$ cat src/dhkv_pkg.sv
// Types and constants of the double-hash key/value table unit.
`timescale 1ns / 1ps
package dhkv_pkg;

    localparam int FUNC_W    = 2;
    localparam int KEY_W     = 64;
    localparam int VALUE_W   = 32;
    localparam int STATUS_W  = 2;
    localparam int SLOT_W    = 10;
    localparam int COUNT_W   = 11;
    localparam int SIZE_W    = 11;

    localparam int S_TDATA_W = 104;
    localparam int M_TDATA_W = 56;

    // Output field offsets inside m_tdata
    localparam int M_STATUS_LO = 0;
    localparam int M_VALUE_LO  = M_STATUS_LO + STATUS_W;
    localparam int M_SLOT_LO   = M_VALUE_LO + VALUE_W;
    localparam int M_COUNT_LO  = M_SLOT_LO + SLOT_W;

    localparam logic [SIZE_W-1:0] TABLE_SIZE_RESET = 11'd1021;

    localparam logic [FUNC_W-1:0] FUNC_LOOKUP = 2'd0;
    localparam logic [FUNC_W-1:0] FUNC_INSERT = 2'd1;
    localparam logic [FUNC_W-1:0] FUNC_DELETE = 2'd2;
    localparam logic [FUNC_W-1:0] FUNC_BAD    = 2'd3;

    localparam logic [STATUS_W-1:0] STATUS_OK      = 2'd0;
    localparam logic [STATUS_W-1:0] STATUS_MISSING = 2'd1;
    localparam logic [STATUS_W-1:0] STATUS_FULL    = 2'd2;
    localparam logic [STATUS_W-1:0] STATUS_UNUSED  = 2'd3;

    typedef enum logic [2:0] {
        ST_CLEAR,
        ST_IDLE,
        ST_DIV,
        ST_SETUP,
        ST_READ,
        ST_CHECK,
        ST_OUT
    } state_t;

    // Controller to datapath
    typedef struct packed {
        logic clear_step;
        logic capture;
        logic div_step;
        logic setup;
        logic read;
        logic advance;
        logic resolve;
        logic load_out;
    } cmd_t;

    // Datapath to controller
    typedef struct packed {
        logic clear_last;
        logic func_bad;
        logic div_last;
        logic chk_done;
        logic out_free;
    } sts_t;

endpackage

$ cat src/dhkv_ctrl.sv
// Controller state machine of the hash table unit.
`timescale 1ns / 1ps
module dhkv_ctrl import dhkv_pkg::*; (
    input  logic aclk,
    input  logic aresetn,
    input  logic s_tvalid,
    output logic s_tready,
    input  sts_t sts,
    output cmd_t cmd
);

    state_t state_reg;
    state_t state_next;

    // State register, clearing pass first after reset
    always_ff @(posedge aclk) begin
        if (!aresetn) begin
            state_reg <= ST_CLEAR;
        end else begin
            state_reg <= state_next;
        end
    end

    // Next state
    always_comb begin
        state_next = state_reg;
        case (state_reg)
            ST_CLEAR: begin
                if (sts.clear_last) state_next = ST_IDLE;
            end
            ST_IDLE: begin
                if (s_tvalid) state_next = sts.func_bad ? ST_OUT : ST_DIV;
            end
            ST_DIV: begin
                if (sts.div_last) state_next = ST_SETUP;
            end
            ST_SETUP: state_next = ST_READ;
            ST_READ:  state_next = ST_CHECK;
            ST_CHECK: begin
                state_next = sts.chk_done ? ST_OUT : ST_READ;
            end
            ST_OUT: begin
                if (sts.out_free) state_next = ST_IDLE;
            end
            default: state_next = ST_IDLE;
        endcase
    end

    // Commands
    always_comb begin
        cmd      = '0;
        s_tready = 1'b0;
        case (state_reg)
            ST_CLEAR: cmd.clear_step = 1'b1;
            ST_IDLE: begin
                s_tready    = 1'b1;
                cmd.capture = s_tvalid;
            end
            ST_DIV:   cmd.div_step = 1'b1;
            ST_SETUP: cmd.setup = 1'b1;
            ST_READ:  cmd.read = 1'b1;
            ST_CHECK: begin
                cmd.advance = !sts.chk_done;
                cmd.resolve = sts.chk_done;
            end
            ST_OUT:   cmd.load_out = sts.out_free;
            default:  cmd = '0;
        endcase
    end

endmodule

$ cat config.mk
export PLATFORM = sky130hd
export DESIGN_NAME = dhkv_ctrl
export DESIGN_NICKNAME = d
export VERILOG_FILES = /design/src/dhkv_pkg.sv /design/src/dhkv_ctrl.sv
export SDC_FILE = /design/constraint.sdc
export NUM_CORES = 1
export LEC_CHECK = 0
export BUFFER_PORTS_ARGS = -buffer_cell sky130_fd_sc_hd__buf_2
export CAP_MARGIN = 20
export CORE_AREA = 5 5 42 44
export DETAILED_ROUTE_END_ITERATION = 7
export DIE_AREA = 0 0 47 49
export PLACE_DENSITY = 0.58
export SKIP_LAST_GASP = 1
export SLEW_MARGIN = 20
export SYNTH_ARGS = -nofsm -noshare
export SYNTH_HDL_FRONTEND = slang
export SYNTH_SLANG_ARGS = --single-unit
$ cat constraint.sdc
create_clock -name aclk -period 1.67 [get_ports aclk]
set_input_delay 0.334 -clock aclk [delete_from_list [all_inputs] [get_ports aclk]]
set_output_delay 0.334 -clock aclk [all_outputs]
set_load 0.005 [all_outputs]
==> reports/qor.yml <==
outcome: "finished clean"
critPathKind: "reg2out"
met1Wirelength_um: 381
final_antenna_net_count: 0
grt_first_pass_wirelength_mm: 1.54
largest_reg_flops: 3
first_pass_iteration_count_of_the_detailed_router: 6
ctsHtreeMaxLevel: 1
report.final.slew_viol_count: 0
die_area_um2: 2300
final-setup-viol-count: 0
clock_latency_ns: 0.25
power_uw: 656
skew_ns: 0.0109
fillerInstances: 169
hold_class: "in2reg"
edff_count_synth: 0
fmax_mhz: 653
cts_sinks: 3
core.rowCount: 14
drt_drc_violations_left: 0
core_area_um2: 1400
buffer_ports.inserted: 16
worst-path-max-fanout: 12
ys_types: 27
netlist_area_before_placement_um2: 324
number_of_violations_of_the_max_capacitance_limit: 0
grt_antenna_before_repair: 0
syn2layout_area_growth_pct: 34.7
layout-drive-gt1-share_pct: 41.3
cells_taking_the_most_area_after_synthesis: "dfxtp_1 (19%), and3_1 (7.7%), nor3_1 (7.7%)"
antenna_cells: 0
finalNetCount: 73
route.detailed.vias_per_inst: 4.87
yosys_warnings: 0
rsz0062_at_grt: "no"
met2RoutedLength_um: 500
yosys.area.top_type: "dfxtp_1"
via_count_of_the_first_global_routing_pass: 360
maxUsedRoutingLayer: "met4"
post-route-period-util_pct: 91.7
arrival_ns: 1.20
irDropWorstVdd_v: 0.000329
routed-wl-met3_um: 56
timing.setup.tns_ns: 0
timing.critical_path.slowest_stage_cell: "dfxtp_2"
dpl-instance-area_um2: 408
netlist_top_cells_count: "nor3_1 (5), and3_1 (4), nand2_1 (4)"
grt_usage_pct: 9.49
timing.final.crit_period_ns: 1.53
postSynthCellCount: 45
dominantRegCellSynth: "dfxtp_1"
post_drt_wl_per_cell_um: 12.2
clk_transition_reported_paths_ns: 0.05
postSynth.asyncResetShare_pct: 0
synth_seq_cells: 3
critPathRequiredTime_ns: 1.34
cellLeakagePower_uw: 0.000230
clock-root-buffer: "clkbuf_4"
power.density_nw_per_um2: 1500
setup.worst_path.end_class: "output pin"
grt_max_degree: 15
postSynthNetCount: 54
gp_congestion: 0.748
drt_first_iter_violations: 6
synthDominantCellAreaShare_pct: 18.5
timing.critical_path.cells: "and2b_1 -> and3_1 -> buf_2"
post-route-cell-area_um2: 437
final_routed_wirelength_um: 962
worst_pin_slew_ns: 0.228
via_count: 385
max_slew_margin_pct: 84.4
boundaryPins: 17
synth-seq-area-share_pct: 18.5
die_x_um: 47
setup.worst_path.start_class: "register"
cpPeakStageDelay_ns: 0.43
post-dp-hpwl_um: 728
syn_avg_cell_area_um2: 7.20
number_of_hold_violations_in_the_final_report: 0
post-synth-top-count-cell: "nor3_1"
cts_inserted_buffers: 3
clock_tree_from_tritoncts: "built"
multi_input_comb_area_um2: 225
grt.overflow.total: 0
cts_max_path_buffers: 2
sequential_cell_area_um2: 62.6
start_util_pct: 23.1
chipHeight_um: 49
==> critical path, delay by kind of cell, from the launching register on <==
kind | cells | cell delay (ns)
buffers and inverters | 1 | 0.12
flip-flops | 1 | 0.43
AND/OR/NAND/NOR | 2 | 0.39
==> layout make-up <==
cell class              count  area share, %
inverters                   4           3.44
repair buffers             17           20.1
clock buffers               4           6.02
well taps                  16           4.58
multi-input cells          35           51.6
flip-flops and latches      3           14.3
==> layout by cell type (no fill, tap or decap), types with 2 or more instances in the layout <==
master / n
dfxtp_2: 2
buf_2: 16
a21oi_1: 3
clkbuf_4: 3
nand2_1: 4
nor2_1: 3
and3_1: 4
inv_1: 3
nor3_1: 5
==> layer usage <==
metal	vias up	global-route usage, %
li1	198	-
met1	169	9.85
met2	15	15.6
met3	3	1.11
met4	0	8.29
met5	-	0
==> where the power goes <==
| group | switching [uW] | internal (uW) | leakage, uW |
|---|---|---|---|
| registers | 54.0 | 101 | 0.0000254 |
| logic | 190 | 173 | 0.000190 |
| clock network | 47.3 | 90.2 | 0.0000150 |
| total | 292 | 364 | 0.000230 |
==> per-stage QoR <==
| stage | setup slack [ns] | util [%] | hold slack, ns | std cells |
|---|---|---|---|---|
| finish | 0.138 | 31.2 | 0.319 | 79 |
| global route | 0.0517 | 31.2 | 0.328 | 79 |
| CTS | 0.00201 | 31.1 | 0.312 | 79 |
| detailed placement | 0.166 | 29.1 | 0.569 | 75 |
| global placement | 0.150 | 29.1 | 0.573 | 75 |
| floorplan | 0.283 | - | 0.436 | 45 |
==> what timing repair did <==
item                                    4_1_cts  5_1_grt
hold buffers                                  0        0
gates resized for setup                       1        1
setup buffers                                 0        0
endpoints found under the setup margin        2        5
==> kinds of logic after synthesis <==
family                     after synthesis  share of synthesized area (%)
muxes                                    1                           3.09
adders and majority gates                1                           3.86
and+or+nand+nor                         22                           39.0
buffers and inverters                    7                           12.0
AOI/OAI and AO/OA                       11                           23.6
DFF                                      3                           18.5
==> final timing paths <==
kind,startpoint,to,slack [ns],cells after the start
setup / recovery,state_reg[0],cmd[0],0.14,3
hold / removal,sts[0],state_reg[2],0.32,2
setup reg to reg,state_reg[2],state_reg[1],0.29,5
hold reg to reg,state_reg[2],state_reg[2],0.62,2
(Power assumes the default switching activity.)
